===== config.mk =====
export PLATFORM = sky130hd
export DESIGN_NAME = dns_captive_portal_responder
export DESIGN_NICKNAME = d
export VERILOG_FILES = /design/src/dcpr_pkg.sv /design/src/dcpr_store.sv /design/src/dcpr_ctrl.sv /design/src/dns_captive_portal_responder.sv
export SDC_FILE = /design/constraint.sdc
export NUM_CORES = 2
export LEC_CHECK = 0
export ABC_AREA = 1
export BUFFER_PORTS_ARGS = -buffer_cell sky130_fd_sc_hd__buf_2
export CORE_ASPECT_RATIO = 2
export CORE_UTILIZATION = 40
export CTS_BUF_LIST = sky130_fd_sc_hd__clkbuf_4 sky130_fd_sc_hd__clkbuf_8 sky130_fd_sc_hd__clkbuf_16
export DETAILED_ROUTE_END_ITERATION = 16
export PLACE_DENSITY = 0.57
export SYNTH_ARGS = -nofsm -noshare
export SYNTH_HDL_FRONTEND = slang
export SYNTH_SLANG_ARGS = --single-unit

===== constraint.sdc =====
create_clock -name clk -period 5 [get_ports clk]
set_input_delay 0.75 -clock clk [delete_from_list [all_inputs] [get_ports clk]]
set_output_delay 0.75 -clock clk [all_outputs]
set_load 0.01 [all_outputs]

===== src/dcpr_pkg.sv =====
// dcpr_pkg: shared types and constants of the captive portal dns responder
`default_nettype none

package dcpr_pkg;

    // stream field widths
    localparam int LEN_W     = 10;
    localparam int TDATA_W   = 24;
    localparam int TUSER_W   = 2;

    // command carried in the slave tuser
    localparam logic CMD_RX   = 1'b0;
    localparam logic CMD_READ = 1'b1;

    // verdict carried in the master tuser
    localparam logic [1:0] V_BYTE  = 2'd0;
    localparam logic [1:0] V_READY = 2'd1;
    localparam logic [1:0] V_DROP  = 2'd2;

    // query parse phases
    localparam logic [2:0] PH_HEADER     = 3'd0;
    localparam logic [2:0] PH_LABEL_LEN  = 3'd1;
    localparam logic [2:0] PH_LABEL_BODY = 3'd2;
    localparam logic [2:0] PH_POINTER    = 3'd3;
    localparam logic [2:0] PH_QFIELDS    = 3'd4;
    localparam logic [2:0] PH_DONE       = 3'd5;

    // pending reply kinds
    localparam logic [1:0] KIND_NONE   = 2'd0;
    localparam logic [1:0] KIND_ECHO   = 2'd1;
    localparam logic [1:0] KIND_ANSWER = 2'd2;

    // dns header and answer constants
    localparam int         HDR_BYTES   = 12;
    localparam int         ANS_BYTES   = 16;
    localparam logic [7:0] OPCODE_MASK = 8'h78;
    localparam logic [7:0] FLAGS_KEEP  = 8'h7F;
    localparam logic [7:0] FLAGS_SET   = 8'h84;
    localparam logic [7:0] PTR_MARK    = 8'hC0;
    localparam logic [7:0] NAME_OFFSET = 8'd12;
    localparam logic [7:0] TYPE_A_LO   = 8'd1;
    localparam logic [7:0] CLASS_TTL   = 8'd30;
    localparam logic [7:0] RDLEN_IPV4  = 8'd4;
    localparam logic [15:0] TYPE_A     = 16'd1;
    localparam logic [31:0] IPV4_RESET = 32'hC0A80401;

    // one accepted transaction after decode, waiting for the store read
    typedef struct packed {
        logic             has_result;
        logic [1:0]       verdict;
        logic [LEN_W-1:0] length;
        logic [7:0]       tx_const;
        logic             use_mem;
        logic             tx_last;
    } stage_t;

endpackage

`default_nettype wire


===== src/dcpr_store.sv =====
// dcpr_store: packet byte store with one write port and a registered read port
`default_nettype none

module dcpr_store
    import dcpr_pkg::*;
#(
    parameter int  BUFFER_BYTES = 512,
    localparam int ADDR_W       = $clog2(BUFFER_BYTES)
) (
    input  wire logic              clk,
    input  wire logic              wr_en,
    input  wire logic [ADDR_W-1:0] wr_addr,
    input  wire logic [7:0]        wr_data,
    input  wire logic              rd_en,
    input  wire logic [ADDR_W-1:0] rd_addr,
    output logic      [7:0]        rd_data
);

    logic [7:0] mem [BUFFER_BYTES];
    logic [7:0] rd_data_reg;

    // write and registered read
    always_ff @(posedge clk)
    begin
        if (wr_en)
        begin
            mem[wr_addr] <= wr_data;
        end
        if (rd_en)
        begin
            rd_data_reg <= mem[rd_addr];
        end
    end

    assign rd_data = rd_data_reg;

endmodule

`default_nettype wire


===== src/dcpr_ctrl.sv =====
// dcpr_ctrl: query parser, verdict logic and reply byte sequencer
`default_nettype none

module dcpr_ctrl
    import dcpr_pkg::*;
#(
    parameter int  BUFFER_BYTES = 512,
    localparam int ADDR_W       = $clog2(BUFFER_BYTES)
) (
    input  wire logic              clk,
    input  wire logic              rst_n,
    input  wire logic              accept,
    input  wire logic              cmd,
    input  wire logic [7:0]        rx_byte,
    input  wire logic              rx_last,
    input  wire logic [31:0]       answer_ipv4,
    output stage_t                 item,
    output logic                   wr_en,
    output logic [ADDR_W-1:0]      wr_addr,
    output logic [ADDR_W-1:0]      rd_addr
);

    localparam int CNT_W = $clog2(BUFFER_BYTES + 1);

    logic [CNT_W-1:0]  count_reg, count_next;
    logic [2:0]        phase_reg, phase_next;
    logic [7:0]        label_reg, label_next;
    logic              hr_reg, hr_next;
    logic [15:0]       qtype_reg, qtype_next;
    logic [15:0]       qclass_reg, qclass_next;
    logic [7:0]        flags_reg, flags_next;
    logic [7:0]        qd_hi_reg, qd_hi_next;
    logic [1:0]        kind_reg, kind_next;
    logic [CNT_W-1:0]  total_reg, total_next;
    logic [CNT_W-1:0]  read_pos_reg, read_pos_next;

    logic                   stored;
    logic                   drop;
    logic [CNT_W:0]         len_plus;
    logic [CNT_W-1:0]       qlen;
    logic [CNT_W:0]         pos_inc;
    logic [CNT_W-1:0]       off_full;
    logic [CNT_W+LEN_W-1:0] tot_ext;

    assign stored  = count_reg < CNT_W'(BUFFER_BYTES);
    assign wr_addr = count_reg[ADDR_W-1:0];
    assign rd_addr = read_pos_reg[ADDR_W-1:0];

    // next state and decoded transaction
    always_comb
    begin
        count_next    = count_reg;
        phase_next    = phase_reg;
        label_next    = label_reg;
        hr_next       = hr_reg;
        qtype_next    = qtype_reg;
        qclass_next   = qclass_reg;
        flags_next    = flags_reg;
        qd_hi_next    = qd_hi_reg;
        kind_next     = kind_reg;
        total_next    = total_reg;
        read_pos_next = read_pos_reg;
        item          = '0;
        wr_en         = 1'b0;
        drop          = 1'b0;
        len_plus      = '0;
        tot_ext       = '0;
        qlen          = total_reg;
        pos_inc       = {1'b0, read_pos_reg} + (CNT_W+1)'(1);
        off_full      = '0;

        if (accept && cmd == CMD_RX)
        begin
            kind_next = KIND_NONE;
            // store and parse while there is room
            if (stored)
            begin
                wr_en      = 1'b1;
                count_next = count_reg + CNT_W'(1);
                unique case (phase_reg)
                    PH_HEADER:
                    begin
                        if (count_reg == CNT_W'(2))
                        begin
                            flags_next = rx_byte;
                            if ((rx_byte & OPCODE_MASK) != 8'h00)
                            begin
                                hr_next = 1'b1;
                            end
                        end
                        if (count_reg == CNT_W'(4))
                        begin
                            qd_hi_next = rx_byte;
                        end
                        if (count_reg == CNT_W'(5) && qd_hi_reg == 8'h00 && rx_byte == 8'h00)
                        begin
                            hr_next = 1'b1;
                        end
                        if (count_reg == CNT_W'(HDR_BYTES - 1))
                        begin
                            phase_next = PH_LABEL_LEN;
                        end
                    end
                    PH_LABEL_LEN:
                    begin
                        if (rx_byte == 8'h00)
                        begin
                            phase_next = PH_QFIELDS;
                            label_next = 8'h00;
                        end
                        else if ((rx_byte & PTR_MARK) == PTR_MARK)
                        begin
                            phase_next = PH_POINTER;
                        end
                        else
                        begin
                            label_next = rx_byte;
                            phase_next = PH_LABEL_BODY;
                        end
                    end
                    PH_LABEL_BODY:
                    begin
                        label_next = label_reg - 8'd1;
                        if (label_next == 8'h00)
                        begin
                            phase_next = PH_LABEL_LEN;
                        end
                    end
                    PH_POINTER:
                    begin
                        phase_next = PH_QFIELDS;
                        label_next = 8'h00;
                    end
                    PH_QFIELDS:
                    begin
                        if (label_reg == 8'd0)
                        begin
                            qtype_next = {rx_byte, 8'h00};
                        end
                        else if (label_reg == 8'd1)
                        begin
                            qtype_next = {qtype_reg[15:8], rx_byte};
                        end
                        else if (label_reg == 8'd2)
                        begin
                            qclass_next = {rx_byte, 8'h00};
                        end
                        else
                        begin
                            qclass_next = {qclass_reg[15:8], rx_byte};
                            phase_next  = PH_DONE;
                        end
                        label_next = label_reg + 8'd1;
                    end
                    default:
                    begin
                    end
                endcase
            end

            // verdict on the final byte
            if (rx_last)
            begin
                drop     = (count_next < CNT_W'(HDR_BYTES)) || hr_next
                           || (phase_next != PH_DONE);
                len_plus = {1'b0, count_next} + (CNT_W+1)'(ANS_BYTES);
                if (!drop && qtype_next == TYPE_A)
                begin
                    if (len_plus > (CNT_W+1)'(BUFFER_BYTES))
                    begin
                        drop = 1'b1;
                    end
                    else
                    begin
                        kind_next  = KIND_ANSWER;
                        total_next = len_plus[CNT_W-1:0];
                    end
                end
                else if (!drop)
                begin
                    kind_next  = KIND_ECHO;
                    total_next = count_next;
                end
                tot_ext         = (CNT_W+LEN_W)'(total_next);
                item.has_result = 1'b1;
                item.verdict    = drop ? V_DROP : V_READY;
                item.length     = drop ? '0 : tot_ext[LEN_W-1:0];
                read_pos_next   = '0;
                count_next      = '0;
                phase_next      = PH_HEADER;
                label_next      = 8'h00;
                hr_next         = 1'b0;
                if (drop)
                begin
                    kind_next  = KIND_NONE;
                    total_next = '0;
                end
            end
        end
        else if (accept && kind_reg != KIND_NONE && read_pos_reg < total_reg)
        begin
            // one reply byte
            item.has_result = 1'b1;
            item.verdict    = V_BYTE;
            qlen            = (kind_reg == KIND_ANSWER) ? total_reg - CNT_W'(ANS_BYTES)
                                                        : total_reg;
            off_full        = read_pos_reg - qlen;
            if (read_pos_reg < qlen)
            begin
                if (read_pos_reg == CNT_W'(2))
                begin
                    item.tx_const = (flags_reg & FLAGS_KEEP) | FLAGS_SET;
                end
                else if (read_pos_reg >= CNT_W'(6) && read_pos_reg <= CNT_W'(HDR_BYTES - 1))
                begin
                    // counts zeroed, ancount low byte one for an answer
                    item.tx_const = (read_pos_reg == CNT_W'(7) && kind_reg == KIND_ANSWER)
                                    ? 8'd1 : 8'd0;
                end
                else
                begin
                    item.use_mem = 1'b1;
                end
            end
            else
            begin
                // appended answer record
                case (off_full[3:0])
                    4'd0:    item.tx_const = PTR_MARK;
                    4'd1:    item.tx_const = NAME_OFFSET;
                    4'd3:    item.tx_const = TYPE_A_LO;
                    4'd4:    item.tx_const = qclass_reg[15:8];
                    4'd5:    item.tx_const = qclass_reg[7:0];
                    4'd9:    item.tx_const = CLASS_TTL;
                    4'd11:   item.tx_const = RDLEN_IPV4;
                    4'd12:   item.tx_const = answer_ipv4[31:24];
                    4'd13:   item.tx_const = answer_ipv4[23:16];
                    4'd14:   item.tx_const = answer_ipv4[15:8];
                    4'd15:   item.tx_const = answer_ipv4[7:0];
                    default: item.tx_const = 8'h00;
                endcase
            end
            item.tx_last  = (pos_inc == {1'b0, total_reg});
            read_pos_next = pos_inc[CNT_W-1:0];
            if (pos_inc >= {1'b0, total_reg})
            begin
                kind_next     = KIND_NONE;
                total_next    = '0;
                read_pos_next = '0;
            end
        end
    end

    // control state
    always_ff @(posedge clk or negedge rst_n)
    begin
        if (!rst_n)
        begin
            count_reg    <= '0;
            phase_reg    <= PH_HEADER;
            label_reg    <= 8'h00;
            hr_reg       <= 1'b0;
            qtype_reg    <= 16'h0000;
            qclass_reg   <= 16'h0000;
            kind_reg     <= KIND_NONE;
            total_reg    <= '0;
            read_pos_reg <= '0;
        end
        else
        begin
            count_reg    <= count_next;
            phase_reg    <= phase_next;
            label_reg    <= label_next;
            hr_reg       <= hr_next;
            qtype_reg    <= qtype_next;
            qclass_reg   <= qclass_next;
            kind_reg     <= kind_next;
            total_reg    <= total_next;
            read_pos_reg <= read_pos_next;
        end
    end

    // captured header bytes
    always_ff @(posedge clk)
    begin
        flags_reg <= flags_next;
        qd_hi_reg <= qd_hi_next;
    end

`ifndef NO_ASSERTIONS
    // a pending reply always has bytes left to send
    assert property (@(posedge clk) disable iff (!rst_n)
        kind_reg != KIND_NONE |-> read_pos_reg < total_reg)
        else $error("reply pending with no bytes left");

    // the byte count never passes the store size
    assert property (@(posedge clk) disable iff (!rst_n)
        count_reg <= CNT_W'(BUFFER_BYTES))
        else $error("byte count beyond store size");
`endif

endmodule

`default_nettype wire


===== src/dns_captive_portal_responder.sv =====
// dns_captive_portal_responder: top level with stream handshake and result register
//
// Slave stream: one transaction per query byte or read request. tuser[0] is the
// command (0 receive a query byte, 1 read the next reply byte), tdata[7:0] the
// query byte and tlast marks the final byte of the query datagram.
// Master stream: at most one transaction per accepted input. tuser[1:0] is the
// verdict (0 reply byte, 1 reply ready, 2 query dropped), tdata[9:0] the reply
// length, tdata[17:10] the reply byte, tlast the final reply byte.
// An accepted input loads the input stage together with the registered packet
// store read; the result register then loads from the input stage whenever it is
// empty or its result is taken. Throughput is one transaction per cycle while the
// receiver does not stall; non-last query bytes and reads with no reply pending
// give no result.
// The input stage and the result register are separate, so one more input is
// taken while a result waits on a stalled receiver; then tready drops.
// Reset clears the parser, any pending reply and restores the answer address
// to 192.168.4.1. The store needs no clearing pass.
// cfg_we writes cfg_data as the answer address; write it only while idle.
`default_nettype none

module dns_captive_portal_responder
    import dcpr_pkg::*;
#(
    parameter int  BUFFER_BYTES = 512,
    localparam int ADDR_W       = $clog2(BUFFER_BYTES)
) (
    input  wire logic               clk,
    input  wire logic               rst_n,
    // configuration
    input  wire logic               cfg_we,
    input  wire logic [31:0]        cfg_data,
    // slave stream
    input  wire logic               s_axis_tvalid,
    output logic                    s_axis_tready,
    input  wire logic [7:0]         s_axis_tdata,  // [7:0] rx_byte
    input  wire logic [0:0]         s_axis_tuser,  // [0] cmd
    input  wire logic               s_axis_tlast,
    // master stream
    output logic                    m_axis_tvalid,
    input  wire logic               m_axis_tready,
    output logic [TDATA_W-1:0]      m_axis_tdata,  // [9:0] reply_length, [17:10] tx_byte
    output logic [TUSER_W-1:0]      m_axis_tuser,  // [1:0] verdict
    output logic                    m_axis_tlast
);

    logic [31:0]      ipv4_reg;
    logic             s1_valid_reg;
    stage_t           s1_item_reg;
    stage_t           item;
    logic             m_valid_reg;
    logic [1:0]       m_verdict_reg;
    logic [LEN_W-1:0] m_length_reg;
    logic [7:0]       m_tx_reg;
    logic             m_last_reg;

    logic              s_accept;
    logic              s1_adv;
    logic              wr_en;
    logic [ADDR_W-1:0] wr_addr;
    logic [ADDR_W-1:0] rd_addr;
    logic [7:0]        rd_data;

    // handshake
    assign s1_adv        = !m_valid_reg || m_axis_tready;
    assign s_axis_tready = !s1_valid_reg || s1_adv;
    assign s_accept      = s_axis_tvalid && s_axis_tready;

    // answer address register
    always_ff @(posedge clk or negedge rst_n)
    begin
        if (!rst_n)
        begin
            ipv4_reg <= IPV4_RESET;
        end
        else if (cfg_we)
        begin
            ipv4_reg <= cfg_data;
        end
    end

    dcpr_ctrl #(
        .BUFFER_BYTES (BUFFER_BYTES)
    ) u_ctrl (
        .clk         (clk),
        .rst_n       (rst_n),
        .accept      (s_accept),
        .cmd         (s_axis_tuser[0]),
        .rx_byte     (s_axis_tdata),
        .rx_last     (s_axis_tlast),
        .answer_ipv4 (ipv4_reg),
        .item        (item),
        .wr_en       (wr_en),
        .wr_addr     (wr_addr),
        .rd_addr     (rd_addr)
    );

    dcpr_store #(
        .BUFFER_BYTES (BUFFER_BYTES)
    ) u_store (
        .clk     (clk),
        .wr_en   (wr_en),
        .wr_addr (wr_addr),
        .wr_data (s_axis_tdata),
        .rd_en   (s_accept),
        .rd_addr (rd_addr),
        .rd_data (rd_data)
    );

    // input stage valid
    always_ff @(posedge clk or negedge rst_n)
    begin
        if (!rst_n)
        begin
            s1_valid_reg <= 1'b0;
        end
        else if (s_accept)
        begin
            s1_valid_reg <= 1'b1;
        end
        else if (s1_adv)
        begin
            s1_valid_reg <= 1'b0;
        end
    end

    // input stage payload
    always_ff @(posedge clk)
    begin
        if (s_accept)
        begin
            s1_item_reg <= item;
        end
    end

    // result register valid
    always_ff @(posedge clk or negedge rst_n)
    begin
        if (!rst_n)
        begin
            m_valid_reg <= 1'b0;
        end
        else if (s1_adv)
        begin
            m_valid_reg <= s1_valid_reg && s1_item_reg.has_result;
        end
    end

    // result register payload
    always_ff @(posedge clk)
    begin
        if (s1_adv)
        begin
            m_verdict_reg <= s1_item_reg.verdict;
            m_length_reg  <= s1_item_reg.length;
            m_tx_reg      <= s1_item_reg.use_mem ? rd_data : s1_item_reg.tx_const;
            m_last_reg    <= s1_item_reg.tx_last;
        end
    end

    assign m_axis_tvalid = m_valid_reg;
    assign m_axis_tuser  = m_verdict_reg;
    assign m_axis_tdata  = {(TDATA_W - LEN_W - 8)'(0), m_tx_reg, m_length_reg};
    assign m_axis_tlast  = m_last_reg;

`ifndef NO_ASSERTIONS
    // no new transaction enters while both stages are held by a stalled receiver
    assert property (@(posedge clk) disable iff (!rst_n)
        s1_valid_reg && m_valid_reg && !m_axis_tready |-> !s_axis_tready)
        else $error("input taken while both stages full");

    // the last marker only travels with a reply byte
    assert property (@(posedge clk) disable iff (!rst_n)
        m_axis_tvalid && m_axis_tlast |-> m_axis_tuser == V_BYTE)
        else $error("tlast on a verdict transaction");

    // a reply byte carries no length and a drop carries no length
    assert property (@(posedge clk) disable iff (!rst_n)
        m_axis_tvalid && (m_axis_tuser == V_BYTE || m_axis_tuser == V_DROP)
        |-> m_axis_tdata[LEN_W-1:0] == '0)
        else $error("length set outside a reply ready verdict");

    // a verdict transaction carries no reply byte
    assert property (@(posedge clk) disable iff (!rst_n)
        m_axis_tvalid && m_axis_tuser != V_BYTE |-> m_axis_tdata[LEN_W+7:LEN_W] == 8'h00)
        else $error("reply byte set on a verdict");
`endif

endmodule

`default_nettype wire


* After elaboration in Yosys (flattened, before gate mapping)
Memories as Yosys holds them, arrays and structs flattened. A register that Yosys moved wholly into a read port is not among the register bits.
Cells that the tools add are included.
W data, S select, Z words.
** Word-level totals
- Bits in registers :: 169
- Memories :: 1
- Word-level logic and storage cells :: 190
- Input port bits :: 47
- Bits in writable memories :: 4096
** Memories
- u_store.mem :: words 512, width 8, rd ports 1, clocked after Yosys merged registers in 1, write ports 1, line dcpr_store.sv:19 : logic [7:0] mem [BUFFER_BYTES];
** Cells by class
- Magnitude comparators :: 8
- Equal/unequal tests :: 29
- Reductions and logical operators :: 41
- Add/sub/neg operators :: 7
- Multiplexer cells :: 74
- Bitwise gates (word level) :: 5
** Operator list (count)
- $mux W10 :: 16
- $pmux W8 S11 :: 1
- $mux W8 :: 10
- $mux W16 :: 4
- $mux W3 :: 11
- $logic_not A8 Y1 :: 4
- $pmux W8 S4 :: 1
- $eq A10 B3 Y1 const B :: 3
- $eq A4 B4 Y1 const B :: 6
- $mux W1 :: 21
- $eq A10 B2 Y1 const B :: 2
- $lt A10 B10 Y1 :: 2
- $eq A16 B1 Y1 const B :: 1
- $mux W2 :: 8
- $pmux W3 S5 :: 1
- $mux W13 :: 1
- $reduce_and A4 Y1 :: 3
- $add A10 B1 Y11 const B :: 1
- $add A10 B5 Y11 const B :: 1
- $eq A11 B10 Y1 :: 1
- $ge A11 B10 Y1 :: 1
- $gt A11 B10 Y1 const B :: 1
- $add A10 B1 Y10 const B :: 1
- $eq A10 B4 Y1 const B :: 1
- other kinds (35) :: 62

* Logic depth before layout (Yosys ltp)
- Depth after elaboration :: 17
- Gate-level depth with buffers :: 24

* Cells and area by module
Synthesis repeated with hierarchy kept, for this count alone.
** Second synthesis, totals
- Cell total of the unflattened synthesis :: 15081
- Area, all modules :: 176565.6 um^2
** Modules (own cells, without submodules)
- dcpr_store :: area each 166808.7 um^2, cells each 13891, instances 1
- dcpr_ctrl :: area each 6771.5 um^2, cells each 968, instances 1
- dns_captive_portal_responder :: area each 2985.4 um^2, cells each 222, instances 1

* Least setup slack after synthesis
No wires, ideal clock.
- Path type :: flip-flop to flip-flop
- Start point :: register u_ctrl.read_pos_reg[0]
- End point :: register s1_item_reg[4] in the netlist's numbering (data pin)
- Data required time :: 4851 ps
- Setup time :: 149 ps
- Path buffers :: 5
- Period minus slack after synthesis :: 3462 ps
- Stages on the path, launching flop included :: 17
- Arrival :: 3313 ps
- Slack :: 1538 ps
- Cell sequence :: dfrtp_1 > buf_2 > clkinv_1 > clkbuf_1 > buf_2 > buf_2 > clkbuf_1 > ha_1 > fa_1 > xnor2_1 > nand2_1 > nor3_1 > nand2_1 > nor3b_1 > nand2_1 > nand2_1 > a21oi_1
** Between the ends
- Cells in the longest elaborated chain, start to end :: 4
- Elaborated cells between the ends (all ways) :: 21
- Those cells by class :: 1 x add/sub; 2 x order compare; 11 x eq/ne; 3 x mux; 1 x bitwise; 3 x reduce/logical
** RTL lines
- from (decl) :: line dcpr_ctrl.sv:35 : logic [CNT_W-1:0] read_pos_reg, read_pos_next;
- from (signal assigned) :: line dcpr_ctrl.sv:279 : read_pos_reg <= read_pos_next;
- $sub A4 B4 Y4 / $lt A10 B10 Y1 (equally long branches) :: line dcpr_ctrl.sv:207, dcpr_ctrl.sv:200
- $eq A4 B4 Y1 (tied with other cells) :: line dcpr_ctrl.sv:228 : case (off_full[3:0])
- $pmux W8 S11 / $not A1 Y1 (equally long branches)
- $mux W8 / $reduce_or A2 Y1 (equally long branches)
- to (signal assigned) :: line dns_captive_portal_responder.sv:131 : s1_item_reg <= item;
- to (decl) :: line dns_captive_portal_responder.sv:48 : stage_t s1_item_reg;
Several ways; a longest one is shown, not always the timed one.
A chain may end at the register's enable or synchronous reset.

==> impl_metrics.ini <==
[run_status]
status = completed

[routing]
dr.pass1.iters = 8
drc = 0
wire_per_inst_um = 28.0
routed_wl_um = 554000
routed_via_density = 5.69
route.vias.total = 113000
drt_iter0_drc = 11200
ant_nets = 0

[finish]
layout-drive-gt1-share_pct = 8.22
finalNetCount = 14000
fill_cells = 38500
synthToLayoutAreaGrowth_pct = 11.9
largest_reg_flops = 4096

[clock_tree]
cts_buffer_depth = 4
clk_latency_ns = 0.97
ctsRootBufferMaster = clkbuf_16
cts_resized = 0
ctsHtreeMaxLevel = 5
cts_buffers = 359
cts.sinks = 4272
clkTransAtPathRegs_ns = 0.07
cts_tree = done

[timing]
hold_viol_final = 0
maxSlewViolCount = 0
worst_slew_pin_slew_ns = 1.44
max_freq_ghz = 0.217
skew_ns = 0.0695
fin_crit_sh_pct = 92.0
setup_viol = 0
rsz0062_at_grt = false
fin_tns_setup_ns = 0
maxSlewHeadroom_pct = 3.51
hold_ws_ns = 0.0670
layout_min_cycle_time_ns = 4.60

[critical_path]
critPathMaxStageDelay_ns = 0.66
cp_common_cell = o21ai_0
worstSetupPathType = reg -> reg
r2r-end = u_store.rd_data[0]
r2r-start = u_ctrl.read_pos_reg[1]
cp_max_fo = 69
reg2reg_depth = 14
end_kind = flip-flop
cp_slowest_cell = dfrtp_4
crit_arrival_ns = 5.29
crit_required_ns = 5.69
r2r_slack_ns = 0.40
cp-start-kind = flip-flop
cp_top_family = buffers and inverters
crit_buf_inv = 3
crit_chain = inv_8, buf_4, buf_4, nor2_1, o21ai_0, o21ai_0, nand2_1, nand2_1, nor3_1, o21ai_0, o21ai_0, nand3_1, nor2_1, nor2_1

[pwr]
powerDensity_mw_per_mm2 = 510
leakage_uw = 0.0632
peakVddDrop_mv = 0.408

[synth]
syn_area_per_cell_sq_um = 12.3
syn_area_sq_mm = 0.172
yosysWarnings = 0
synth-seq-area-share_pct = 74.5
synth_async_sr_flop_share_pct = 2.57
synthFlopType = edfxtp_1
ys_types = 52
synth_edf_count = 4162
synthCells = 14000
yosys_register_bits = 4272

[global_routing]
grt_max_degree = 194
grt_util_all_layers_pct = 25.0
grt_pass1_wl_um = 786000
grt_pass1_vias = 111000
antenna_found_initial = 12
globalRouteOverflowTotal = 0

[worst_hold_path]
hold_depth = 2
min_from = cfg_data[2]
hp-class = in -> reg
hold_path_end = ipv4_reg[2]

[die]
coreArea_sq_mm = 0.426
die_area_sq_mm = 0.432
die_h_um = 928
num_rows = 339
die_w_um = 465
start_util_pct = 40.2
num_io_pins = 76

[flow_run]
max_cap_violations = 0

[place]
place_congestion = 0.917
hpwl_um = 348000
io_buffers = 69
-- synthesized netlist by cell type (3+ instances only) --
cell type	instances	share of area, %
nor2_1	2956	6.5
buf_4	10	0.044
nand4_1	209	0.76
edfxtp_1	4162	73
nand2_1	1571	3.4
xor2_1	11	0.056
nor2_4	5	0.033
nand3b_1	3	0.013
o21ai_0	2273	6.6
nand3_1	237	0.69
dfrtp_1	103	1.5
clkinv_1	7	0.015
a211oi_1	5	0.022
nand3_4	3	0.031
nor2_2	6	0.022
nor4_1	3	0.011
clkbuf_1	773	1.7
o22ai_1	895	3.3
a21oi_1	177	0.52
nor3_1	27	0.079
and2_1	4	0.015
inv_2	16	0.035
nand2_2	12	0.044
o211ai_1	9	0.039
buf_1	52	0.11
buf_2	110	0.32
dfstp_2	7	0.11
mux2_2	24	0.16
nand2_4	13	0.085
inv_1	221	0.48
ha_1	41	0.30
-- worst max-delay path by stage --
stage	startpoint	endpoint	slack, ns	cells after the start
after CTS	u_ctrl.read_pos_reg[1]	u_store.rd_data[0]	0.48	14
after floorplan	u_ctrl.read_pos_reg[0]	s1_item_reg[4]	1.54	16
after global routing	u_ctrl.read_pos_reg[1]	u_store.rd_data[0]	0.39	14
after detailed placement	u_ctrl.read_pos_reg[1]	u_store.rd_data[0]	0.52	14
final	u_ctrl.read_pos_reg[1]	u_store.rd_data[0]	0.40	14
after global placement	u_ctrl.read_pos_reg[1]	u_store.rd_data[0]	0.52	14
-- placed cells by master (no fill, tap or decap), types with 6 or more instances in the layout --
| master | count |
|---|---|
| bufinv_16 | 48 |
| buf_8 | 8 |
| a21oi_1 | 177 |
| inv_6 | 12 |
| nand3_4 | 13 |
| nand2_1 | 1567 |
| dlygate4sd3_1 | 32 |
| clkbuf_4 | 44 |
| inv_2 | 19 |
| nor2_1 | 2946 |
| conb_1 | 6 |
| xor2_1 | 11 |
| clkinv_2 | 80 |
| o22ai_1 | 895 |
| inv_1 | 215 |
| nor2_4 | 12 |
| nand3_1 | 227 |
| buf_2 | 60 |
| mux2_2 | 24 |
| nor3_1 | 25 |
| nand2_4 | 16 |
| edfxtp_1 | 4162 |
| nand4_1 | 209 |
| buf_12 | 90 |
| o211ai_1 | 9 |
| dfstp_2 | 7 |
| ha_1 | 41 |
| dfrtp_1 | 98 |
| clkinvlp_4 | 23 |
| nand2_2 | 13 |
| clkinv_4 | 6 |
| clkinv_8 | 6 |
| clkinv_1 | 71 |
| o21ai_0 | 2272 |
| nor2_2 | 9 |
| buf_4 | 289 |
| diode_2 | 8 |
| clkbuf_16 | 365 |
-- per-layer routing --
metal  global-route usage, %  vias to the layer above  routed length (um)
li1                        -                    50300                   -
met1                    27.0                    57000              191000
met2                    45.5                     4228              290000
met3                    2.90                     1213               30100
met4                    17.3                        2               43000
met5                       0                        -                  14
-- kinds of logic after synthesis --
| logic type | share of synthesized area, % |
|---|---|
| compound gates | 10.5 |
| xor+xnor | 0.0613 |
| fa+ha+maj | 0.311 |
| buf+inv | 2.73 |
| flops | 74.5 |
| mux | 0.158 |
| other cells | 0.00219 |
| simple gates | 11.7 |
-- per-stage QoR --
step / worst slack, ns / cell area, sq um / utilization [%] / std cells / power (uW)
2_1_floorplan: 1.54 / 172000 / - / 14000 / 57200
3_3_place_gp: 0.519 / 179000 / 42.1 / 19100 / 68800
3_5_place_dp: 0.515 / 179000 / 42.1 / 19100 / 68900
4_1_cts: 0.481 / 192000 / 45.0 / 19800 / 98000
5_1_grt: 0.386 / 192000 / 45.0 / 19800 / 101000
6_report: 0.401 / 192000 / 45.0 / 19800 / 97800
-- what timing repair did --
item,4_1_cts,5_1_grt
hold buffers,32,0
setup buffers,0,0
endpoints found under the hold margin,80,0
-- layout make-up --
class	instances	area (sq um)	area share, %
sequential	4272	128000	66.6
timing repair buffer	479	4710	2.46
multi-input combinational	8511	39400	20.5
tap	5626	7040	3.67
antenna	8	20.0	0.0104
clock inverter	241	2560	1.33
inverter	245	948	0.494
clock buffer	410	9480	4.94
-- power by group --
group,total (uW),internal (uW),switching (uW)
logic,28500,7660,20800
clock network,29400,16200,13200
registers,39900,39500,340
total,97800,63400,34400
No activity file was read; power rests on OpenSTA's default activity.
